`src/hdl/hrot_pkg.sv`:
```
// hrot_pkg: shared types, constants and codes for the hash range owner table
// used by hrot_cell, hrot_resolve and hash_range_owner_table_unit
`default_nettype none

package hrot_pkg;

    localparam int TABLE_ENTRIES = 16;
    localparam int HASH_BITS     = 32;
    localparam int OWNER_BITS    = 8;
    localparam int IDX_W         = $clog2(TABLE_ENTRIES);

    // compare lanes carried through the chain
    localparam int NUM_PAIRS = 4;
    localparam int PAIR_OLD  = 0;
    localparam int PAIR_LOW  = 1;
    localparam int PAIR_HIGH = 2;
    localparam int PAIR_NEW  = 3;

    // lowest free entries collected by the scan
    localparam int NUM_FREE = 3;
    localparam int FCNT_W   = $clog2(NUM_FREE + 1);

    // write ports applied in this order, later ports win
    localparam int NUM_WR  = 3;
    localparam int WR_LOW  = 0;
    localparam int WR_HIGH = 1;
    localparam int WR_NEW  = 2;

    typedef enum logic [1:0] {
        OP_LOOKUP = 2'd0,
        OP_SPLIT  = 2'd1,
        OP_MERGE  = 2'd2,
        OP_PLACE  = 2'd3
    } t_op;

    typedef enum logic [1:0] {
        ST_OK         = 2'd0,
        ST_NOT_FOUND  = 2'd1,
        ST_NOT_SUBSET = 2'd2,
        ST_FULL       = 2'd3
    } t_status;

    typedef logic [HASH_BITS-1:0]  t_hash;
    typedef logic [OWNER_BITS-1:0] t_owner;
    typedef logic [IDX_W-1:0]      t_idx;

    typedef struct packed {
        logic [1:0] operation;
        t_hash      hash_value;
        t_hash      old_first;
        t_hash      old_end;
        t_hash      new_first;
        t_hash      new_end;
        t_owner     new_owner;
    } t_in;

    typedef struct packed {
        logic [1:0] status;
        t_owner     owner_found;
    } t_out;

    typedef struct packed {
        t_hash                   hash;
        t_hash [NUM_PAIRS-1:0]   first;
        t_hash [NUM_PAIRS-1:0]   limit;
    } t_qry;

    typedef struct packed {
        logic                    lk_hit;
        t_owner                  lk_owner;
        logic [NUM_PAIRS-1:0]    hit;
        t_idx [NUM_PAIRS-1:0]    idx;
        t_owner                  old_owner;
        logic [FCNT_W-1:0]       fcnt;
        t_idx [NUM_FREE-1:0]     free_idx;
    } t_tok;

    typedef struct packed {
        logic   en;
        t_idx   idx;
        t_hash  first;
        t_hash  limit;
        t_owner owner;
    } t_wr_port;

    typedef struct packed {
        t_wr_port [NUM_WR-1:0] port;
        logic                  clr_en;
        t_idx                  clr_idx;
    } t_wr;

endpackage

`default_nettype wire

```
`src/hdl/hrot_cell.sv`:
```
// hrot_cell: one table entry plus one stage of the scan token chain
// depends on hrot_pkg
`default_nettype none

module hrot_cell (
    input  wire logic          i_clk,
    input  wire logic          i_rst_n,
    input  wire hrot_pkg::t_idx i_cell_idx,
    input  wire hrot_pkg::t_qry i_qry,
    input  wire hrot_pkg::t_tok i_tok,
    output hrot_pkg::t_tok      o_tok,
    input  wire hrot_pkg::t_wr  i_wr
);

    logic            r_valid;
    hrot_pkg::t_hash r_first;
    hrot_pkg::t_hash r_limit;
    hrot_pkg::t_owner r_owner;

    logic            n_valid;
    hrot_pkg::t_hash n_first;
    hrot_pkg::t_hash n_limit;
    hrot_pkg::t_owner n_owner;

    hrot_pkg::t_tok  r_tok;
    hrot_pkg::t_tok  n_tok;
    logic            contains;

    // entry update from the write bus
    always_comb begin
        n_valid = r_valid;
        n_first = r_first;
        n_limit = r_limit;
        n_owner = r_owner;
        if (i_wr.clr_en && i_wr.clr_idx == i_cell_idx) begin
            n_valid = 1'b0;
        end
        for (int p = 0; p < hrot_pkg::NUM_WR; p++) begin
            if (i_wr.port[p].en && i_wr.port[p].idx == i_cell_idx) begin
                n_valid = 1'b1;
                n_first = i_wr.port[p].first;
                n_limit = i_wr.port[p].limit;
                n_owner = i_wr.port[p].owner;
            end
        end
    end

    // wrapping range when first exceeds limit
    always_comb begin
        if (r_first <= r_limit) begin
            contains = (i_qry.hash >= r_first) && (i_qry.hash < r_limit);
        end else begin
            contains = (i_qry.hash >= r_first) || (i_qry.hash < r_limit);
        end
    end

    always_comb begin
        n_tok = i_tok;
        if (r_valid) begin
            for (int q = 0; q < hrot_pkg::NUM_PAIRS; q++) begin
                if (!i_tok.hit[q] && r_first == i_qry.first[q]
                        && r_limit == i_qry.limit[q]) begin
                    n_tok.hit[q] = 1'b1;
                    n_tok.idx[q] = i_cell_idx;
                    if (q == hrot_pkg::PAIR_OLD) begin
                        n_tok.old_owner = r_owner;
                    end
                end
            end
            if (!i_tok.lk_hit && contains) begin
                n_tok.lk_hit   = 1'b1;
                n_tok.lk_owner = r_owner;
            end
        end else if (i_tok.fcnt < hrot_pkg::FCNT_W'(hrot_pkg::NUM_FREE)) begin
            n_tok.free_idx[i_tok.fcnt] = i_cell_idx;
            n_tok.fcnt                 = i_tok.fcnt + 1'b1;
        end
    end

    always_ff @(posedge i_clk) begin
        if (!i_rst_n) begin
            r_valid <= 1'b0;
        end else begin
            r_valid <= n_valid;
        end
    end

    always_ff @(posedge i_clk) begin
        r_first <= n_first;
        r_limit <= n_limit;
        r_owner <= n_owner;
        r_tok   <= n_tok;
    end

    assign o_tok = r_tok;

endmodule

`default_nettype wire

```
`config.mk`:
```
export PLATFORM = sky130hd
export DESIGN_NAME = hrot_cell
export DESIGN_NICKNAME = d
export VERILOG_FILES = /design/src/hdl/hrot_pkg.sv /design/src/hdl/hrot_cell.sv
export SDC_FILE = /design/constraint.sdc
export NUM_CORES = 1
export LEC_CHECK = 0
export BUFFER_PORTS_ARGS = -buffer_cell sky130_fd_sc_hd__buf_2
export CAP_MARGIN = 0
export CORE_AREA = 2 2 249 251
export CTS_CLUSTER_DIAMETER = 40
export DETAILED_ROUTE_END_ITERATION = 6
export DIE_AREA = 0 0 251 253
export RECOVER_POWER = 100
export SYNTH_ARGS = -nofsm -noshare
export SYNTH_HDL_FRONTEND = slang
export SYNTH_SLANG_ARGS = --single-unit
export TNS_END_PERCENT = 20
```
`constraint.sdc`:
```
create_clock -name i_clk -period 11.68 [get_ports i_clk]
set_input_delay 1.168 -clock i_clk [delete_from_list [all_inputs] [get_ports i_clk]]
set_output_delay 1.168 -clock i_clk [all_outputs]
set_load 0.1 [all_outputs]
```
==> flow_metrics.py, run 1 <==
metrics = {
    "run_status": {
        "status": "finished with violations",
        "violations": "max-capacitance violations, max-slew violations",
    },
    "synth": {
        "synth_top_flop_cell": "edfxtp_1",
        "yosysMostFrequentCell": "xor2_1",
        "syn-cell-area_mm2": 0.01058,
        "synthesis.area_per_instance_um2": 9.311,
        "yosysWarnings": 0,
        "netlist_instances": 1136,
        "yosys.area.top_type": "edfxtp_1",
        "synth.distinct_cells": 56,
        "synth_top_area_share_pct": 20.44,
        "synth-seq-cells": 124,
        "yosysSeqAreaShare_pct": 30.28,
        "synth-edff-count": 72,
        "syn-num-nets": 1812,
        "synth_commonest_cells": "119 x xor2_1, 95 x ha_1, 94 x xnor2_1, 93 x nand2_1, 81 x o21ai_0",
        "ys_top_cells_by_area": "edfxtp_1 20%, ha_1 11%, xor2_1 9.9%, dfxtp_1 9.8%, xnor2_1 7.8%",
        "async_flop_share_pct": 0,
    },
    "placed_design": {
        "dp_hpwl_um": 59310,
        "place_area_mm2": 0.01472,
        "place.gp.congestion": 0.9497,
        "port_buffers": 631,
    },
    "floorplan": {
        "die_x_um": 251,
        "boundaryPins": 632,
        "dieArea_mm2": 0.06350,
        "core_area_mm2": 0.06103,
        "initial_utilization_pct": 17.33,
        "row_count": 91,
        "die_h_um": 253,
    },
    "detailed_routing": {
        "routed_wl_um": 68790,
        "antenna_left": 0,
        "wl_per_cell_um": 26.82,
        "drc": 0,
        "first_pass_iters": 6,
        "vias": 11390,
        "drt_iter0_drc": 634,
        "viasPerCell": 4.440,
    },
    "timing": {
        "slew_headroom_pct": -209.8,
        "setup_viol": 0,
        "finClkSkew_ns": 0.01957,
        "finalCriticalPeriod_ns": 7.267,
        "maxSlewViolCount": 201,
        "fin_crit_sh_pct": 62.22,
        "hold_violations": 0,
        "max_freq_mhz": 137.6,
        "setup-tns-final_ns": 0,
        "whs_ns": 0.5002,
        "max_slew.worst_pin.slew_ns": 4.647,
        "rsz0062_at_grt": "no",
    },
    "worst_setup_path": {
        "r2r_start": "r_limit[16]$_DFFE_PP_",
        "arrival_ns": 7.20,
        "critPathKind": "in -> reg",
        "cp-startpoint": "i_cell_idx[0]",
        "cp.required_ns": 11.61,
        "r2r_cells": 7,
        "end_kind": "register",
        "rr_endpoint": "o_tok[33]$_DFF_P_",
        "startpoint_type": "input pin",
        "r2r_setup_slack_ns": 7.05,
        "worstPathMaxFanout": 73,
    },
    "cells_and_area": {
        "syn2layout_area_growth_pct": 43.36,
        "final-seq-area_mm2": 0.003203,
        "multiInputGateArea_mm2": 0.006845,
        "fin_area_mm2": 0.01516,
        "fin_util_pct": 24.85,
        "drive_gt1_share_pct": 38.34,
        "fillerInstances": 6914,
        "fin_nets": 2429,
    },
    "grt": {
        "grt_pass1_wl_um": 89400,
        "gr-usage-all-layers_pct": 20.96,
        "antenna_found_initial": 18,
        "first_global_vias": 11320,
        "overflow": 0,
        "grt_max_degree": 96,
    },
    "power": {
        "p_leak_nw": 6.617,
        "finalPower_mw": 1.668,
        "p_comb_share_pct": 34.5,
        "p_per_area_mw_per_mm2": 110.0,
        "p_switching_mw": 0.6555,
        "p_seq_share_pct": 35.4,
        "p_sw_share_pct": 39.29,
        "clockPowerShare_pct": 30.1,
        "peakVddDrop_v": 0.0001018,
        "p_int_mw": 1.013,
    },
    "clocking": {
        "numCtsBuffers": 17,
        "clockBufferDepth": 2,
        "cts_setup_buffers": 0,
        "ctsHoldBuffers": 0,
        "clk_latency_ns": 0.46,
        "post_cts_resized": 0,
        "cts_max_level": 4,
        "clock-root-buffer": "clkbuf_16",
        "cts_sinks": 124,
        "cts_tree": "built",
        "cts.reportedPaths.clkPinSlew_ns": 0.07,
    },
    "hold_path": {
        "hold_path_end": "o_tok[12]$_DFF_P_",
        "hold_path_depth": 1,
        "hp-start": "r_valid$_SDFFE_PN0P_",
        "worst_hold_path_type": "reg -> reg",
    },
    "flow_run": {
        "drv_cap": 4,
    },
}
==> power groups by stage <==
stage	Clock (mW)	Sequential [mW]	Combinational, mW
after floorplan	0	0.622	0.248
after global placement	0	0.600	0.577
after detailed placement	0	0.601	0.580
after CTS	0.520	0.592	0.582
after global routing	0.536	0.595	0.622
final	0.503	0.591	0.575
==> cells in the final DEF (no fill, tap or decap), drive strengths merged, types with 17 or more instances in the layout <==
cell type    n
nand4       43
mux2        44
buf        598
nor4        36
edfxtp      72
ha          95
a21oi       35
xnor2       94
nand3       17
clkbuf      78
mux2i       72
dfxtp       52
nand2       93
o22ai       20
inv         84
xor2       119
o21ai       82
==> metal layers <==
layer / vias to the layer above / track usage (%) / share of wire [%]
li1: 5366 / - / -
met1: 5331 / 26.60 / 44
met2: 574 / 35.24 / 47
met3: 113 / 3.433 / 5.3
met4: 4 / 8.656 / 3.8
met5: - / 0 / 0.035
==> sequential cells by signal, summed over array words and instances, names as in the netlist <==
| signal | count |
|---|---|
| o_tok | 51 |
| r_first | 32 |
| r_limit | 32 |
| r_owner | 8 |
| r_valid | 1 |
==> worst max-delay path, stage by stage <==
cell and delay, ns:
clkbuf_1 0.53, xor2_1 0.15, nor4_1 0.28, clkbuf_1 1.45, a311o_2 0.26, clkbuf_1 3.18
==> cell type report <==
cell class | count | area share, %
tap | 790 | 6.518
inverter | 79 | 1.955
sequential | 124 | 21.12
clock inverter | 13 | 0.5776
multi-input combinational | 874 | 45.14
timing repair buffer | 657 | 21.54
clock buffer | 19 | 2.995
antenna | 9 | 0.1485
==> cells by family (layout without fill, tap and decap cells) <==
family / Yosys count / after routing / synth area share [%]
buf+inv: 138 / 768 / 4.897
fa+ha+maj: 95 / 95 / 11.24
flops: 124 / 124 / 30.28
simple gates: 238 / 238 / 11.62
mux: 116 / 116 / 11.50
xor+xnor: 213 / 213 / 17.64
compound gates: 212 / 212 / 12.83
other cells: 0 / 9 / 0
==> metrics by stage <==
stage | std cells | worst slack, ns
after floorplan | 1136 | 7.129
after global routing | 2561 | 3.858
after global placement | 2524 | 7.302
final | 2565 | 4.413
after CTS | 2556 | 7.358
after detailed placement | 2524 | 7.280
==> worst max path at each step <==
stage | slack [ns] | to | depth (start not counted)
6_report | 4.41 | r_first[12]$_DFFE_PP_ | 6
5_1_grt | 3.86 | r_first[12]$_DFFE_PP_ | 6
4_1_cts | 7.36 | o_tok[28]$_DFF_P_ | 8
3_5_place_dp | 7.28 | o_tok[15]$_DFF_P_ | 7
3_3_place_gp | 7.30 | o_tok[31]$_DFF_P_ | 8
2_1_floorplan | 7.13 | r_first[0]$_DFFE_PP_ | 3
Power figures use the tool's default switching activity.
==> run 2, diff against run 1 <==
CORE_AREA = 2 2 242 244   (was 2 2 249 251)
DIE_AREA = 0 0 244 246   (was 0 0 251 253)
clock period = 7.2 ns   (was 11.68 ns; I/O delays follow)
==> flow_metrics.py, run 2 (synthesis gave the netlist of run 1 again) <==
metrics = {
    "run_status": {
        "status": "finished with violations",
        "violations": "max-capacitance violations, max-slew violations",
    },
    "timing": {
        "rsz0062_at_grt": "no",
        "maxSlewViolCount": 65,
        "finalWorstSetupSlack_ns": 1.877,
        "setup-tns-final_ns": 0,
        "whs_ns": 0.4790,
        "setup_viol": 0,
        "hold_violations": 0,
        "max_slew.worst_pin.slew_ns": 2.115,
        "finalCriticalPeriod_ns": 5.323,
        "max_freq_mhz": 187.9,
        "finClkSkew_ns": 0.01687,
        "fin_crit_sh_pct": 73.93,
        "slew_headroom_pct": -41.02,
    },
    "worst_setup_path": {
        "cpMaxStageDelayCell": "a311o_1",
        "cp.required_ns": 7.27,
        "arrival_ns": 5.39,
        "path_cells": "clkbuf_1 -> xnor2_1 -> nand2_1 -> nor4_1 -> clkbuf_1 -> a311o_1 -> buf_4",
        "r2r_cells": 8,
        "startpoint_type": "input pin",
        "critPathKind": "in -> reg",
        "worstPathMaxFanout": 41,
        "max_stage_delay_ns": 1.68,
        "crit_path_frequent_cell": "clkbuf_1",
        "end_kind": "register",
    },
    "grt": {
        "overflow": 0,
        "use_met2_pct": 38.95,
        "grt_pass1_wl_um": 91570,
        "grt_max_degree": 92,
        "busiest_layer": "met2",
        "first_global_vias": 11420,
        "use_met1_pct": 28.36,
        "gr-usage-all-layers_pct": 22.56,
        "met3_usage_pct": 3.987,
        "antenna_found_initial": 19,
    },
    "detailed_routing": {
        "vias": 11490,
        "drc": 0,
        "wl_per_cell_um": 27.64,
        "routed_wl_um": 69920,
        "drt_iter0_drc": 835,
        "first_pass_iters": 5,
        "viasPerCell": 4.542,
        "antenna_left": 0,
    },
    "clocking": {
        "clockBufferDepth": 2,
        "ctsHoldBuffers": 0,
        "cts_tree": "built",
        "clock-root-buffer": "clkbuf_16",
        "numCtsBuffers": 17,
        "clk_latency_ns": 0.45,
        "cts_sinks": 124,
        "post_cts_resized": 0,
        "cts_setup_buffers": 0,
        "cts.reportedPaths.clkPinSlew_ns": 0.07,
        "cts_max_level": 4,
    },
    "power": {
        "peakVddDrop_v": 0.0001434,
        "finalPower_mw": 2.766,
        "p_leak_nw": 6.621,
        "p_per_area_mw_per_mm2": 182.7,
    },
    "cells_and_area": {
        "drive_gt1_share_pct": 38.49,
        "layout_common_cells": "579 x buf_2, 119 x xor2_1, 95 x ha_1",
        "largest_register_ff_count": 51,
        "syn2layout_area_growth_pct": 43.14,
        "fin_nets": 2422,
        "fillerInstances": 6402,
        "layout_commonest_cell": "buf_2",
    },
    "floorplan": {
        "core_area_mm2": 0.05737,
        "row_count": 88,
        "die_h_um": 246,
        "dieArea_mm2": 0.06002,
        "die_x_um": 244,
        "boundaryPins": 632,
        "initial_utilization_pct": 18.44,
    },
    "placed_design": {
        "dp_slack_ns": 3.034,
        "place.gp.congestion": 0.9755,
        "port_buffers": 631,
        "dp_hpwl_um": 60600,
    },
    "flow_run": {
        "drv_cap": 3,
    },
    "hold_path": {
        "hold_path_depth": 2,
        "worst_hold_path_type": "in -> reg",
    },
}
run 2: final timing paths:
path / startpoint / to / slack (ns)
worst min register to register: r_owner[7]$_DFFE_PP_ / o_tok[49]$_DFF_P_ / 0.50
worst max register to register: r_limit[14]$_DFFE_PP_ / o_tok[32]$_DFF_P_ / 2.26
worst max-delay path: i_cell_idx[1] / r_first[6]$_DFFE_PP_ / 1.88
worst min-delay path: i_rst_n / r_valid$_SDFFE_PN0P_ / 0.48
run 2: per-layer routing:
metal / wire [um] / share of wire [%]
met1: 29130 / 42
met2: 33700 / 48
met3: 4931 / 7.1
met4: 2108 / 3.0
met5: 55 / 0.079
run 2: area by class of cell:
type	instances	area [um^2]	area share (%)
inverters	79	296.5	1.959
flip-flops and latches	124	3203	21.16
clock inverters	12	91.34	0.6033
repair buffers	650	3232	21.35
well taps	765	957.2	6.322
diodes	6	15.01	0.09917
multi-input cells	874	6857	45.29
clock buffers	20	489.2	3.231
run 2: metrics by stage:
step	area, um^2	std cells	util, %
after floorplan	10580	1136	-
after global placement	14640	2492	25.52
after detailed placement	14640	2492	25.52
after CTS	15220	2524	26.53
after global routing	15130	2526	26.38
final	15140	2530	26.39
run 2: report_power, final:
group	switching (mW)	internal [mW]
sequential	0.125	0.822
clock	0.390	0.498
combinational	0.578	0.353
total	1.09	1.67
run 2: worst max-delay path, delay by kind of cell:
family          cells  cell delay (ns)
buf+inv             3             2.49
xor+xnor            1             0.19
simple gates        2             0.25
compound gates      1             1.68
==> run 3, diff against run 2 <==
ABC_AREA = 1   (was not set)
CORE_AREA = 2 2 244 246   (was 2 2 242 244)
DIE_AREA = 0 0 246 248   (was 0 0 244 246)
clock period = 5.5 ns   (was 7.2 ns; I/O delays follow)
==> flow_metrics.py, run 3 <==
metrics = {
    "grt": {
        "gr-usage-all-layers_pct": 25.20,
        "antenna_found_initial": 62,
        "grt_pass1_wl_um": 105300,
        "first_global_vias": 13530,
        "overflow": 0,
        "grt_max_degree": 145,
    },
    "power": {
        "p_sw_share_pct": 42.04,
        "p_per_area_mw_per_mm2": 239.7,
        "p_int_mw": 2.166,
        "p_comb_share_pct": 36.1,
        "peakVddDrop_v": 0.0001657,
        "p_seq_share_pct": 32.0,
        "clockPowerShare_pct": 31.9,
        "p_switching_mw": 1.571,
        "p_leak_nw": 7.475,
        "finalPower_mw": 3.737,
    },
    "worst_setup_path": {
        "end_kind": "register",
        "startpoint_type": "input pin",
        "critPathKind": "in -> reg",
        "worstPathMaxFanout": 57,
        "arrival_ns": 4.07,
        "cp.required_ns": 5.59,
    },
    "timing": {
        "fin_crit_sh_pct": 72.53,
        "slew_headroom_pct": -20.26,
        "max_slew.worst_pin.slew_ns": 1.804,
        "maxSlewViolCount": 58,
        "setup-tns-final_ns": 0,
        "max_freq_mhz": 250.7,
        "hold_violations": 0,
        "finClkSkew_ns": 0.01240,
        "finalCriticalPeriod_ns": 3.989,
        "rsz0062_at_grt": "no",
        "setup_viol": 0,
    },
    "clocking": {
        "clockBufferDepth": 2,
        "cts_setup_buffers": 0,
        "clk_latency_ns": 0.46,
        "cts_max_level": 4,
        "numCtsBuffers": 17,
        "clock-root-buffer": "clkbuf_16",
        "post_cts_resized": 0,
        "ctsHoldBuffers": 0,
        "cts.reportedPaths.clkPinSlew_ns": 0.07,
        "cts_tree": "built",
        "cts_sinks": 124,
    },
    "floorplan": {
        "initial_utilization_pct": 18.80,
        "boundaryPins": 632,
        "die_h_um": 248,
        "die_x_um": 246,
        "core_area_mm2": 0.05846,
        "dieArea_mm2": 0.06101,
        "row_count": 89,
    },
    "synth": {
        "synth_top_flop_cell": "edfxtp_1",
        "yosysMostFrequentCell": "nand2_1",
        "netlist_instances": 1559,
        "async_flop_share_pct": 0,
        "syn-cell-area_mm2": 0.01099,
        "synth-edff-count": 72,
        "synth_commonest_cells": "392 x nand2_1, 169 x nor2_1, 118 x inv_1, 110 x nand3_1, 95 x ha_1",
        "synth.distinct_cells": 35,
        "syn-num-nets": 2235,
        "yosysWarnings": 0,
        "synth_top_area_share_pct": 19.67,
        "ys_top_cells_by_area": "edfxtp_1 20%, nand2_1 13%, ha_1 11%, dfxtp_1 9.5%, nor2_1 5.8%",
        "yosysSeqAreaShare_pct": 29.14,
        "synthesis.area_per_instance_um2": 7.051,
        "yosys.area.top_type": "edfxtp_1",
        "synth-seq-cells": 124,
    },
    "detailed_routing": {
        "vias": 14460,
        "drt_iter0_drc": 1236,
        "viasPerCell": 4.842,
        "antenna_left": 0,
        "drc": 0,
        "routed_wl_um": 80030,
        "first_pass_iters": 5,
        "wl_per_cell_um": 26.80,
    },
    "placed_design": {
        "place_area_mm2": 0.01501,
        "port_buffers": 631,
        "dp_cells": 2921,
        "place.gp.congestion": 0.9929,
        "dp_hpwl_um": 69280,
    },
    "cells_and_area": {
        "largest_register_ff_count": 51,
        "fin_area_mm2": 0.01559,
        "drive_gt1_share_pct": 28.67,
        "layout_commonest_cell": "buf_2",
        "fillerInstances": 6771,
        "syn2layout_area_growth_pct": 41.87,
        "instances_no_fill": 2986,
        "layout_common_cells": "579 x buf_2, 391 x nand2_1, 169 x nor2_1",
        "fin_nets": 2843,
    },
    "run_status": {
        "violations": "max-capacitance violations, max-slew violations",
        "status": "finished with violations",
    },
    "hold_path": {
        "worst_hold_path_type": "in -> reg",
    },
    "flow_run": {
        "drv_cap": 1,
    },
}
## run 3: worst paths after layout
kind	from	end	slack [ns]	cells past startpoint
max reg2reg	r_limit[13]$_DFFE_PP_	o_tok[16]$_DFF_P_	2.18	11
min reg2reg	r_owner[2]$_DFFE_PP_	o_tok[44]$_DFF_P_	0.52	2
max	i_cell_idx[3]	r_limit[26]$_DFFE_PP_	1.51	6
min	i_tok[37]	o_tok[37]$_DFF_P_	0.27	3
## run 3: critical path, cell delays in order
cell,delay [ns]
clkbuf_1,0.49
xor2_1,0.14
nor4_1,0.84
nand2_4,0.21
nand3_2,1.18
clkbuf_1,0.60
## run 3: logic make-up (layout without fill, tap and decap cells)
kind of cell / after synthesis / after routing / share of synthesized area, %
buf+inv: 182 / 803 / 6.306
compound gates: 310 / 310 / 17.23
flops: 124 / 124 / 29.14
other cells: 0 / 33 / 0
simple gates: 755 / 755 / 29.10
fa+ha+maj: 95 / 95 / 10.81
xor+xnor: 93 / 93 / 7.410
## run 3: final cells by class
class	instances	area (um^2)	share of cell area, %
inverter	132	495.5	3.177
antenna	33	82.58	0.5296
multi-input combinational	1253	7093	45.49
clock buffer	17	425.4	2.728
clock inverter	15	168.9	1.083
sequential	124	3203	20.54
tap	773	967.2	6.202
timing repair buffer	639	3158	20.25
## run 3: per-layer routing
metal / share of wire [%] / vias to the layer above / GRT usage (%)
met3: 10 / 171 / 7.807
met2: 46 / 841 / 41.74
li1: - / 6716 / -
met5: 0.40 / - / 0
met1: 40 / 6680 / 31.00
met4: 3.1 / 50 / 8.182
## run 3: metrics by stage
| step | util (%) | worst slack (ns) | hold WS [ns] |
|---|---|---|---|
| after floorplan | - | 1.444 | 0.4715 |
| after global placement | 25.68 | 2.240 | 0.4960 |
| after detailed placement | 25.68 | 2.185 | 0.4941 |
| after CTS | 26.69 | 2.182 | 0.2467 |
| after global routing | 26.58 | 1.303 | 0.2747 |
| final | 26.67 | 1.511 | 0.2742 |
## run 3: power groups by stage
stage	clock (mW)	sequential [mW]	combinational, mW
floorplan	0	1.34	0.570
global placement	0	1.21	1.34
detailed placement	0	1.21	1.34
CTS	1.22	1.19	1.35
global route	1.25	1.20	1.46
finish	1.19	1.20	1.35
