==> src/hdl/hrot_pkg.sv <==
// hrot_pkg: shared types, constants and codes for the hash range owner table
// used by hrot_cell, hrot_resolve and hash_range_owner_table_unit
`default_nettype none

package hrot_pkg;

    localparam int TABLE_ENTRIES = 16;
    localparam int HASH_BITS     = 32;
    localparam int OWNER_BITS    = 8;
    localparam int IDX_W         = $clog2(TABLE_ENTRIES);

    // compare lanes carried through the chain
    localparam int NUM_PAIRS = 4;
    localparam int PAIR_OLD  = 0;
    localparam int PAIR_LOW  = 1;
    localparam int PAIR_HIGH = 2;
    localparam int PAIR_NEW  = 3;

    // lowest free entries collected by the scan
    localparam int NUM_FREE = 3;
    localparam int FCNT_W   = $clog2(NUM_FREE + 1);

    // write ports applied in this order, later ports win
    localparam int NUM_WR  = 3;
    localparam int WR_LOW  = 0;
    localparam int WR_HIGH = 1;
    localparam int WR_NEW  = 2;

    typedef enum logic [1:0] {
        OP_LOOKUP = 2'd0,
        OP_SPLIT  = 2'd1,
        OP_MERGE  = 2'd2,
        OP_PLACE  = 2'd3
    } t_op;

    typedef enum logic [1:0] {
        ST_OK         = 2'd0,
        ST_NOT_FOUND  = 2'd1,
        ST_NOT_SUBSET = 2'd2,
        ST_FULL       = 2'd3
    } t_status;

    typedef logic [HASH_BITS-1:0]  t_hash;
    typedef logic [OWNER_BITS-1:0] t_owner;
    typedef logic [IDX_W-1:0]      t_idx;

    typedef struct packed {
        logic [1:0] operation;
        t_hash      hash_value;
        t_hash      old_first;
        t_hash      old_end;
        t_hash      new_first;
        t_hash      new_end;
        t_owner     new_owner;
    } t_in;

    typedef struct packed {
        logic [1:0] status;
        t_owner     owner_found;
    } t_out;

    typedef struct packed {
        t_hash                   hash;
        t_hash [NUM_PAIRS-1:0]   first;
        t_hash [NUM_PAIRS-1:0]   limit;
    } t_qry;

    typedef struct packed {
        logic                    lk_hit;
        t_owner                  lk_owner;
        logic [NUM_PAIRS-1:0]    hit;
        t_idx [NUM_PAIRS-1:0]    idx;
        t_owner                  old_owner;
        logic [FCNT_W-1:0]       fcnt;
        t_idx [NUM_FREE-1:0]     free_idx;
    } t_tok;

    typedef struct packed {
        logic   en;
        t_idx   idx;
        t_hash  first;
        t_hash  limit;
        t_owner owner;
    } t_wr_port;

    typedef struct packed {
        t_wr_port [NUM_WR-1:0] port;
        logic                  clr_en;
        t_idx                  clr_idx;
    } t_wr;

endpackage

`default_nettype wire

==> src/hdl/hrot_resolve.sv <==
// hrot_resolve: turns the finished scan token into a status and table writes
// depends on hrot_pkg
`default_nettype none

module hrot_resolve (
    input  wire hrot_pkg::t_in  i_item,
    input  wire hrot_pkg::t_qry i_qry,
    input  wire hrot_pkg::t_tok i_tok,
    output hrot_pkg::t_out      o_res,
    output hrot_pkg::t_wr       o_wr
);

    hrot_pkg::t_idx              old_i;
    logic [hrot_pkg::FCNT_W-1:0] pos;
    logic [hrot_pkg::FCNT_W:0]   ucnt;
    hrot_pkg::t_idx              u [hrot_pkg::NUM_FREE];
    logic [hrot_pkg::FCNT_W-1:0] k;
    logic                        full;
    logic                        a_act;
    logic                        b_act;
    hrot_pkg::t_idx              slot_a;
    hrot_pkg::t_idx              slot_b;
    hrot_pkg::t_idx              slot_c;

    // lowest free entries once the old entry is released
    always_comb begin
        old_i = i_tok.idx[hrot_pkg::PAIR_OLD];
        pos   = '0;
        for (int m = 0; m < hrot_pkg::NUM_FREE; m++) begin
            if (hrot_pkg::FCNT_W'(m) < i_tok.fcnt && i_tok.free_idx[m] < old_i) begin
                pos = pos + 1'b1;
            end
        end
        for (int m = 0; m < hrot_pkg::NUM_FREE; m++) begin
            if (hrot_pkg::FCNT_W'(m) < pos) begin
                u[m] = i_tok.free_idx[m];
            end else if (hrot_pkg::FCNT_W'(m) == pos) begin
                u[m] = old_i;
            end else begin
                u[m] = i_tok.free_idx[(m == 0) ? 0 : m - 1];
            end
        end
        ucnt = {1'b0, i_tok.fcnt} + (hrot_pkg::FCNT_W + 1)'(1);
    end

    // split piece placement, allocations taken in write order
    always_comb begin
        a_act  = i_item.new_first > i_item.old_first;
        b_act  = i_item.new_end < i_item.old_end;
        k      = '0;
        full   = 1'b0;
        slot_a = u[0];
        slot_b = u[0];
        slot_c = u[0];
        if (a_act) begin
            if (i_tok.hit[hrot_pkg::PAIR_LOW] && i_tok.idx[hrot_pkg::PAIR_LOW] != old_i) begin
                slot_a = i_tok.idx[hrot_pkg::PAIR_LOW];
            end else begin
                if ({1'b0, k} < ucnt) begin
                    slot_a = u[k];
                end else begin
                    full = 1'b1;
                end
                k = k + 1'b1;
            end
        end
        if (b_act) begin
            // both side pieces can name the same bounds
            if (a_act && i_item.new_end == i_item.old_first
                    && i_item.old_end == i_item.new_first) begin
                slot_b = slot_a;
            end else if (i_tok.hit[hrot_pkg::PAIR_HIGH]
                    && i_tok.idx[hrot_pkg::PAIR_HIGH] != old_i) begin
                slot_b = i_tok.idx[hrot_pkg::PAIR_HIGH];
            end else begin
                if ({1'b0, k} < ucnt) begin
                    slot_b = u[k];
                end else begin
                    full = 1'b1;
                end
                k = k + 1'b1;
            end
        end
        if (i_tok.hit[hrot_pkg::PAIR_NEW] && i_tok.idx[hrot_pkg::PAIR_NEW] != old_i) begin
            slot_c = i_tok.idx[hrot_pkg::PAIR_NEW];
        end else if ({1'b0, k} < ucnt) begin
            slot_c = u[k];
        end else begin
            full = 1'b1;
        end
    end

    always_comb begin
        o_res.status      = hrot_pkg::ST_OK;
        o_res.owner_found = '0;
        o_wr              = '0;
        for (int p = 0; p < hrot_pkg::NUM_WR; p++) begin
            o_wr.port[p].first = i_qry.first[p + 1];
            o_wr.port[p].limit = i_qry.limit[p + 1];
            o_wr.port[p].owner = i_tok.old_owner;
        end
        case (hrot_pkg::t_op'(i_item.operation))
            hrot_pkg::OP_LOOKUP: begin
                if (i_tok.lk_hit) begin
                    o_res.owner_found = i_tok.lk_owner;
                end else begin
                    o_res.status = hrot_pkg::ST_NOT_FOUND;
                end
            end
            hrot_pkg::OP_PLACE: begin
                o_wr.port[hrot_pkg::WR_NEW].owner = i_item.new_owner;
                if (i_tok.hit[hrot_pkg::PAIR_NEW]) begin
                    o_wr.port[hrot_pkg::WR_NEW].en  = 1'b1;
                    o_wr.port[hrot_pkg::WR_NEW].idx = i_tok.idx[hrot_pkg::PAIR_NEW];
                end else if (i_tok.fcnt != '0) begin
                    o_wr.port[hrot_pkg::WR_NEW].en  = 1'b1;
                    o_wr.port[hrot_pkg::WR_NEW].idx = i_tok.free_idx[0];
                end else begin
                    o_res.status = hrot_pkg::ST_FULL;
                end
            end
            hrot_pkg::OP_MERGE: begin
                if (!i_tok.hit[hrot_pkg::PAIR_OLD]) begin
                    o_res.status = hrot_pkg::ST_NOT_FOUND;
                end else begin
                    o_wr.clr_en                    = 1'b1;
                    o_wr.clr_idx                   = old_i;
                    o_wr.port[hrot_pkg::WR_NEW].en = 1'b1;
                    if (i_tok.hit[hrot_pkg::PAIR_NEW]
                            && i_tok.idx[hrot_pkg::PAIR_NEW] != old_i) begin
                        o_wr.port[hrot_pkg::WR_NEW].idx = i_tok.idx[hrot_pkg::PAIR_NEW];
                    end else begin
                        o_wr.port[hrot_pkg::WR_NEW].idx = u[0];
                    end
                end
            end
            hrot_pkg::OP_SPLIT: begin
                if (!i_tok.hit[hrot_pkg::PAIR_OLD]) begin
                    o_res.status = hrot_pkg::ST_NOT_FOUND;
                end else if (i_item.new_first < i_item.old_first
                        || i_item.new_end > i_item.old_end) begin
                    o_res.status = hrot_pkg::ST_NOT_SUBSET;
                end else if (full) begin
                    o_res.status = hrot_pkg::ST_FULL;
                end else begin
                    o_wr.clr_en                        = 1'b1;
                    o_wr.clr_idx                       = old_i;
                    o_wr.port[hrot_pkg::WR_LOW].en     = a_act;
                    o_wr.port[hrot_pkg::WR_LOW].idx    = slot_a;
                    o_wr.port[hrot_pkg::WR_HIGH].en    = b_act;
                    o_wr.port[hrot_pkg::WR_HIGH].idx   = slot_b;
                    o_wr.port[hrot_pkg::WR_NEW].en     = 1'b1;
                    o_wr.port[hrot_pkg::WR_NEW].idx    = slot_c;
                    o_wr.port[hrot_pkg::WR_NEW].owner  = i_item.new_owner;
                end
            end
            default: begin
                o_res.status = hrot_pkg::ST_NOT_FOUND;
            end
        endcase
    end

endmodule

`default_nettype wire

==> config.mk <==
export PLATFORM = sky130hd
export DESIGN_NAME = hrot_resolve
export DESIGN_NICKNAME = d
export VERILOG_FILES = /design/src/hdl/hrot_pkg.sv /design/src/hdl/hrot_resolve.sv
export SDC_FILE = /design/constraint.sdc
export NUM_CORES = 1
export LEC_CHECK = 0
export BUFFER_PORTS_ARGS = -buffer_cell sky130_fd_sc_hd__buf_2
export CORE_AREA = 4 4 294 296
export DETAILED_ROUTE_END_ITERATION = 10
export DIE_AREA = 0 0 298 300
export GPL_ROUTABILITY_DRIVEN = 0
export MAX_ROUTING_LAYER = met4
export PLACE_DENSITY = 0.31
export SLEW_MARGIN = 25
export SYNTH_ARGS = -nofsm -noshare
export SYNTH_HDL_FRONTEND = slang
export SYNTH_SLANG_ARGS = --single-unit
==> constraint.sdc <==
create_clock -name vclk -period 8
set_input_delay 1.6 -clock vclk [all_inputs]
set_output_delay 1.6 -clock vclk [all_outputs]
set_load 0.005 [all_outputs]
==> impl_results.md, run 1 <==
* I/O pin cnt at 755
* Yosys warnings at 0
* Initial DRC Count at 292
* Final setup TNS at 0 ns
* Tot GR Track Use at 0.0740
* Layout Cells excl Fill at 1,984
* PwrDens at 61.0 nW/µm²
* Largest family of logic cells by synthesized area: buffers and inverters
* Final sequential cell count at 0
* Total via count in the routed design at 6,054
* Syn_nets at 1,445
* Final setup fails at 0
* Post-Syn Area at 6090 µm²
* Required @ worst endpoint at 6.40 ns
* Worst hold slack at 3.20 ns
* DR DRC count at 0
* Synthesis-to-finish area growth at 20.0%
* Die Wd at 298 µm
* Kind of critical path: input port to output pin
* Final Critical Period at 7.62 ns
* Syn avg cell area at 7.16 µm²
* Internal Dissipation at 0.185 mW
* Commonest non-fill, non-tap cell in the layout: buf_2
* Critical-path maximum fanout at 5
* Iteration count of the initial detailed-routing pass at 5
* Via density at 3.05
* Wire per inst at 17.3 µm
* Setup Buffers After CTS at 0
* DP HPWL at 31.9 mm
* Final worst-path cycle share at 0.952
* Sequential power share at 0
* Logic pwr share at 1.000
* Fillers at 9,892
* RSZ-0062 raised after global routing: yes
* Gate Count Post-Synth at 851
* Vias in the first global route at 6,490
* Mux contribution to synthesized area at 0.0193
* First-pass GRT wire length at 46.9 mm
* Slew @ Worst Pin at 0.985 ns
* Xor and xnor area share after synthesis at 0.112
* Startpoint type of the worst setup path: input port
* Largest net degree at the start of global routing at 20
* Fraction of the mapped netlist area in adder cells at 0.175
* PortBufs at 243
* Count of pins over their slew limit at 0
* Overall Power at 0.446 mW
* Post-Place Cells at 1,983
* # nets final at 1,499
* P_sw at 0.261 mW
* Register area share after synthesis at 0
* LEAKAGE at 3.24 nW
* Final hold violations at 0
* Status: completed
* Fraction of layout cells with a size suffix above 1 at 0.350
* Cell variety after synth at 64
* Die H at 300 µm
* Clock buffer count at 0
* Initial antenna violation count at 4
* Fmax at 131 MHz
* Core ar. at 83,600 µm²
* Register area at 0 µm²
* Min-Delay Path Class: input port to output pin
* Rows at 106
* Crit path arrival time at 6.02 ns
* Routed wire length at 34.4 mm
* Die area at 89,400 µm²
* Sw Share at 0.585
* Relative slew slack at 0.325
* Cts hold-fix bufs at 0
* Commonest non-fill, non-tap cells in the layout: buf_2, inv_1, ha_1, xnor2_1, a21oi_1
* Post_cts resized at 0
* Design area at 7310 µm²
* Max Cap Viol at 0
* Post-synthesis compound-gate area fraction at 0.195
* Placed Instance Area at 7290 µm²
* Critical Path Sink Type: output pin
* VDD IR-drop max at 24.1 µV
* Global route overflow at 0
* Initial core utilization at 0.0729
* Clock group share of total power at 0
* Routed Antenna Nets at 0
* Simple-Gate Fraction of Synth Area at 0.172
==> per-layer routing <==
metal,vias to the layer above,wire [µm],global-route usage,share of wire
li1,2867,-,-,-
met1,2759,14600,0.0886,0.42
met2,294,15400,0.119,0.45
met3,134,2700,0.0196,0.079
met4,0,1650,0.0291,0.048
met5,-,0,-,0
==> cells by family after synthesis <==
| kind of cell | Yosys count |
|---|---|
| AND/OR/NAND/NOR | 196 |
| XOR/XNOR | 78 |
| adder cells (fa/ha/maj) | 85 |
| AO/OA/AOI/OAI | 165 |
| buffers and inverters | 316 |
| multiplexers | 11 |
==> layout make-up <==
cell class                 instances  area (µm²)  share of cell area
multi-input combinational        535        4120               0.563
timing repair buffer             281        1510               0.207
tap                             1080        1350               0.185
inverter                          87         327              0.0447
antenna                            1        2.50            0.000342
==> power groups by stage <==
stage                     registers [mW]  logic, mW  clock network (mW)
final                                  0      0.446     0.0000000000135
after global routing                   0      0.499                   0
after floorplan                        0      0.317                   0
after detailed placement               0      0.454                   0
after CTS                              0      0.457                   0
after global placement                 0      0.453                   0
==> critical path: stages <==
cell and delay [ns]:
buf_2 0.13, inv_1 0.05, ha_1 0.31, nand4_1 0.19
nor4_2 0.08, buf_4 0.15, a21boi_0 0.13, buf_4 0.16
o31ai_1 0.79, a211oi_2 0.19, buf_4 0.21, nor3_2 0.23
ha_1 0.28, a21oi_1 0.14, nor2_1 0.06, buf_4 0.15
o31ai_4 0.35, buf_4 0.20, a21oi_1 0.06, nor4_1 0.36
buf_2 0.19
==> worst paths after layout <==
path   startpoint  slack, ns        end  depth (start not counted)
min     i_qry[74]       3.20  o_wr[100]                          0
max   i_item[118]       0.38  o_wr[233]                         21
==> cells in the mapped netlist, types with 7 or more instances <==
library cell  instances  area, µm²
clkbuf_1             13       48.8
a22oi_1               8       60.1
nor2_1               35        131
nor4_1               11       68.8
o211ai_2              7       87.6
a21oi_1              48        240
nand3_1              10       50.1
o21ai_0              15       75.1
xor2_1               13        114
buf_4               210       1580
nand4_1              35        219
ha_1                 85       1060
nand2_1              41        154
nor3_1               14       70.1
a21o_1               10       75.1
inv_1                87        327
a211oi_1             15        113
or2_2                 7       43.8
xnor2_1              65        569
and3_1                9       56.3
o211ai_1              9       67.6
nand2b_1              8       50.1
==> metrics by stage <==
stage,util,setup WS [ns]
2_1_floorplan,-,1.15
3_3_place_gp,0.0873,0.0855
3_5_place_dp,0.0873,0.0996
4_1_cts,0.0873,0.0622
5_1_grt,0.0875,-0.0150
6_report,0.0875,0.382
Power figures use the tool's default switching activity.
==> inputs of run 2 (changes only) <==
--- a/config.mk
+++ b/config.mk
@@ -5,6 +5,7 @@
 export SDC_FILE = /design/constraint.sdc
 export NUM_CORES = 1
 export LEC_CHECK = 0
+export ABC_AREA = 1
 export BUFFER_PORTS_ARGS = -buffer_cell sky130_fd_sc_hd__buf_2
 export CORE_AREA = 4 4 294 296
 export DETAILED_ROUTE_END_ITERATION = 10
==> run 2 against run 1 <==
  * Combinational power shrank 8.5%
  * Global-route usage down 0.10 points
  * Highest routed layer unchanged
  * Critical endpoint is now o_wr[232]
  * Critical path depth up 4
  * Sequential cell count stayed put
  * Via count is 2.6% higher
  * Clock-buffer cell count unchanged
  * Synthesized cell count up 28%
  * Power down 8.6%
  * Wire length is 1.8% lower
==> impl_results.md, run 2 <==
* Status: completed
* Clock buffer count at 0
* Clock group share of total power at 0
* Synth top area share at 0.250
* Syn_nets at 1,683
* Fraction of the mapped netlist area in adder cells at 0.169
* Vias in the first global route at 6,493
* Placed Instance Area at 7310 µm²
* Logic pwr share at 1.000
* Mux contribution to synthesized area at 0.00159
* CP dominant cell by count: nor2_1
* Largest family of logic cells by synthesized area: buffers and inverters
* Commonest non-fill, non-tap cell in the layout: nand2_1
* Crit path arrival time at 5.21 ns
* Die H at 300 µm
* Area of the multi-input gates at 3940 µm²
* Min-Delay Path Class: input port to output pin
* Post-synthesis compound-gate area fraction at 0.110
* Register area share after synthesis at 0
* Via density at 2.81
* Top-count cell post-synth: nand2_1
* First-pass GRT wire length at 46.2 mm
* Worst hold slack at 3.20 ns
* # nets final at 1,720
* Rows at 106
* Core ar. at 83,600 µm²
* Startpoint type of the worst setup path: input port
* PortBufs at 243
* Final worst-path cycle share at 0.851
* Commonest non-fill, non-tap cells in the layout: nand2_1, buf_2, inv_1, nor2_1, ha_1
* I/O pin cnt at 755
* Kind of critical path: input port to output pin
* Critical-path maximum fanout at 6
* Final hold violations at 0
* Count of pins over their slew limit at 0
* Crit-path leading delay family: simple AND/OR/NAND/NOR gates
* Critical Path Sink Type: output pin
* Initial antenna violation count at 13
* Wire per inst at 15.3 µm
* VDD IR-drop max at 18.9 µV
* Area contributors post-synth: buf_4, ha_1, nand2_1
* Fmax at 147 MHz
* Post-Place Cells at 2,204
* LEAKAGE at 4.00 nW
* Post-Syn Area at 6280 µm²
* CP max-delay cell: ha_1
* Max incr delay on CP at 0.28 ns
* Simple-Gate Fraction of Synth Area at 0.286
* DR DRC count at 0
* Global route overflow at 0
* Fraction of layout cells with a size suffix above 1 at 0.267
* Tot GR Track Use at 0.0729
* Final setup TNS at 0 ns
* Final worst setup slack at 1.19 ns
* DP HPWL at 31.7 mm
* Layout Cells excl Fill at 2,209
* Initial DRC Count at 177
* Slew @ Worst Pin at 0.679 ns
* Final setup fails at 0
* WP buf/inv at 6
* Fillers at 10,000
* Yosys warnings at 0
* Relative slew slack at 0.547
* Final sequential cell count at 0
* Sw Share at 0.620
* Largest net degree at the start of global routing at 18
* Post-layout util at 0.0876
* Register area at 0 µm²
* Internal Dissipation at 0.155 mW
* Initial core utilization at 0.0752
* Setup Buffers After CTS at 0
* Xor and xnor area share after synthesis at 0.0599
* Cts hold-fix bufs at 0
* Syn avg cell area at 5.77 µm²
* P_sw at 0.253 mW
* Required @ worst endpoint at 6.40 ns
* Place WS at 0.931 ns
* Routed wire length at 33.8 mm
* Commonest cells post-synth: nand2_1, buf_4, inv_1
* Post-synth top area cell: buf_4
* Overall Power at 0.408 mW
* Cell variety after synth at 41
* Routed Antenna Nets at 0
* PwrDens at 55.7 nW/µm²
* Gate Count Post-Synth at 1,089
* Final Critical Period at 6.81 ns
* Post_cts resized at 0
* Sequential power share at 0
* RSZ-0062 raised after global routing: no
* Die area at 89,400 µm²
* Die Wd at 298 µm
* Synthesis-to-finish area growth at 16.5%
* Max Cap Viol at 0
* Iteration count of the initial detailed-routing pass at 4
* Total via count in the routed design at 6,213
* Design area at 7320 µm²
[run 2: cell type report]
type	instances	area share
multi-input cells	678	0.539
well taps	1080	0.185
repair buffers	252	0.175
inverters	194	0.0995
diodes	5	0.00171
[run 2: path summary, 6_finish.rpt]
check / end / cells after the start / slack (ns) / start
worst min-delay path: o_wr[100] / 0 / 3.20 / i_qry[74]
worst max-delay path: o_wr[232] / 25 / 1.19 / i_item[133]
[run 2: layer usage]
metal	track usage	wire, µm	vias up
met5	-	0	-
met4	0.0200	1140	0
met3	0.0251	3080	112
met2	0.112	14600	272
met1	0.0909	14900	2598
li1	-	-	3231
[run 2: power groups by stage]
stage	logic [mW]	registers, mW	clock network, mW
2_1_floorplan	0.314	0	0
3_3_place_gp	0.424	0	0
3_5_place_dp	0.421	0	0
4_1_cts	0.424	0	0
5_1_grt	0.472	0	0.0000000837
6_report	0.408	0	0.0000000838
[run 2: logic make-up after synthesis]
logic type	Yosys count
AND/OR/NAND/NOR	434
buffers and inverters	411
AO/OA/AOI/OAI	115
adder cells (fa/ha/maj)	85
XOR/XNOR	43
multiplexers	1
==> inputs of run 3 (changes only) <==
--- a/config.mk
+++ b/config.mk
@@ -7,12 +7,12 @@
 export LEC_CHECK = 0
 export ABC_AREA = 1
 export BUFFER_PORTS_ARGS = -buffer_cell sky130_fd_sc_hd__buf_2
-export CORE_AREA = 4 4 294 296
+export CORE_AREA = 4 4 290 292
 export DETAILED_ROUTE_END_ITERATION = 10
-export DIE_AREA = 0 0 298 300
+export DIE_AREA = 0 0 294 296
 export GPL_ROUTABILITY_DRIVEN = 0
 export MAX_ROUTING_LAYER = met4
-export PLACE_DENSITY = 0.31
+export PLACE_DENSITY = 0.32
 export SLEW_MARGIN = 25
 export SYNTH_ARGS = -nofsm -noshare
 export SYNTH_HDL_FRONTEND = slang
==> constraint.sdc (replaced) <==
create_clock -name vclk -period 5.96
set_input_delay 1.192 -clock vclk [all_inputs]
set_output_delay 1.192 -clock vclk [all_outputs]
set_load 0.005 [all_outputs]
==> run 3 against run 2 <==
  * Via count increased by 1.9%
  * Sequential cell count stayed put
  * Global-route usage is 0.18 points lower
  * Power is 45% higher
  * Core utilization up 0.60 points
  * Sequential share of layout area stayed put
  * Setup slack got worse by 0.82 ns
  * Wire length is 3.0% lower
  * Combinational power is 44% higher
  * Clock-buffer cell count stayed put
  * Final cell count up 1.1%
  * Design area is 4.3% higher
  * Critical endpoint is now o_wr[231]
  * Largest power group unchanged
==> impl_results.md, run 3 (synthesis gave the netlist of run 2 again) <==
* First-pass GRT wire length at 43.9 mm
* DP HPWL at 30.4 mm
* # nets final at 1,757
* Fmax at 179 MHz
* I/O pin cnt at 755
* Final setup TNS at 0 ns
* Register area at 0 µm²
* Fillers at 9,755
* Largest net degree at the start of global routing at 18
* Crit path arrival time at 4.39 ns
* RSZ-0062 raised after global routing: no
* Routed Antenna Nets at 0
* Critical-path maximum fanout at 9
* Initial antenna violation count at 11
* Final setup fails at 0
* Min-Delay Path Class: input port to output pin
* Commonest non-fill, non-tap cell in the layout: nand2_1
* Die Wd at 294 µm
* Relative slew slack at 0.567
* Total via count in the routed design at 6,329
* Slew @ Worst Pin at 0.647 ns
* Placed Instance Area at 7580 µm²
* Final worst-path cycle share at 0.937
* VDD IR-drop max at 23.4 µV
* Initial core utilization at 0.0770
* Iteration count of the initial detailed-routing pass at 4
* PortBufs at 243
* Global route overflow at 0
* Startpoint type of the worst setup path: input port
* Design area at 7630 µm²
* CP max-delay cell: ha_1
* Required @ worst endpoint at 4.77 ns
* Clock buffer count at 0
* Max incr delay on CP at 0.30 ns
* Tot GR Track Use at 0.0711
* Status: completed
* Wire per inst at 14.7 µm
* Count of pins over their slew limit at 0
* Final hold violations at 0
* DR DRC count at 0
* LEAKAGE at 4.18 nW
* CP dominant cell by count: nand2_1
* Critical Path Sink Type: output pin
* Final Critical Period at 5.58 ns
* Synthesis-to-finish area growth at 21.5%
* Die H at 296 µm
* Vias in the first global route at 6,432
* PwrDens at 77.2 nW/µm²
* Via density at 2.83
* Rows at 105
* Max Cap Viol at 0
* Fraction of layout cells with a size suffix above 1 at 0.297
* Routed wire length at 32.7 mm
* Commonest non-fill, non-tap cells in the layout: nand2_1, buf_2, inv_1, nor2_1, ha_1
* Initial DRC Count at 179
* Die area at 87,000 µm²
* Core ar. at 81,600 µm²
* Kind of critical path: input port to output pin
* Final sequential cell count at 0
==> run 3: changes by cell type in the layout (fill, tap and decap cells not counted), sizes merged <==
cell   change
buf       +36
nand3      +1
diode      -3
==> run 3: worst paths after layout <==
check / slack, ns / cells after the start / start / end
worst max-delay path: 0.38 / 27 / i_item[133] / o_wr[231]
worst min-delay path: 2.38 / 0 / i_qry[76] / o_wr[102]
==> run 3: what timing repair did <==
action                                  CTS  global route
endpoints found under the setup margin    0            19
resized for setup                         0             9
hold buffers                              0             0
hold endpoints to repair                  0             0
setup buffers                             0             1
==> run 3: report_power, final <==
part | total (mW) | switching, mW | internal [mW]
clock network | 0.0000000449 | 0 | 0.0000000449
logic | 0.589 | 0.351 | 0.239
registers | 0 | 0 | 0
total | 0.589 | 0.351 | 0.239
==> run 3: final cells by class <==
class                      count  area, µm²  area share
multi-input combinational    679       3980       0.522
timing repair buffer         288       1580       0.207
tap                         1070       1340       0.175
inverter                     194        728      0.0954
antenna                        2       5.00    0.000656
==> run 3: critical path, delay by kind of cell <==
family | cells | cell delay, ns
adders and majority gates | 3 | 0.67
and+or+nand+nor | 15 | 1.46
AOI/OAI and AO/OA | 2 | 0.27
buffers and inverters | 7 | 0.76
==> run 3: per-stage QoR <==
step | power (mW) | hold WS [ns] | utilization | instances | setup WS, ns
after floorplan | 0.422 | 2.45 | - | 1089 | 0.941
after global placement | 0.601 | 2.38 | 0.0929 | 2229 | 0.0354
after detailed placement | 0.597 | 2.38 | 0.0929 | 2229 | 0.0509
after CTS | 0.601 | 2.38 | 0.0929 | 2229 | 0.0283
after global routing | 0.677 | 2.38 | 0.0936 | 2233 | 0.00342
final | 0.589 | 2.38 | 0.0936 | 2233 | 0.378
==> run 3: routing by layer <==
metal  GRT usage  up-vias  share of wire
met3      0.0213      100          0.094
met5           -        -              0
met4      0.0226        0          0.039
met1      0.0905     2657           0.44
li1            -     3309              -
met2       0.108      263           0.42
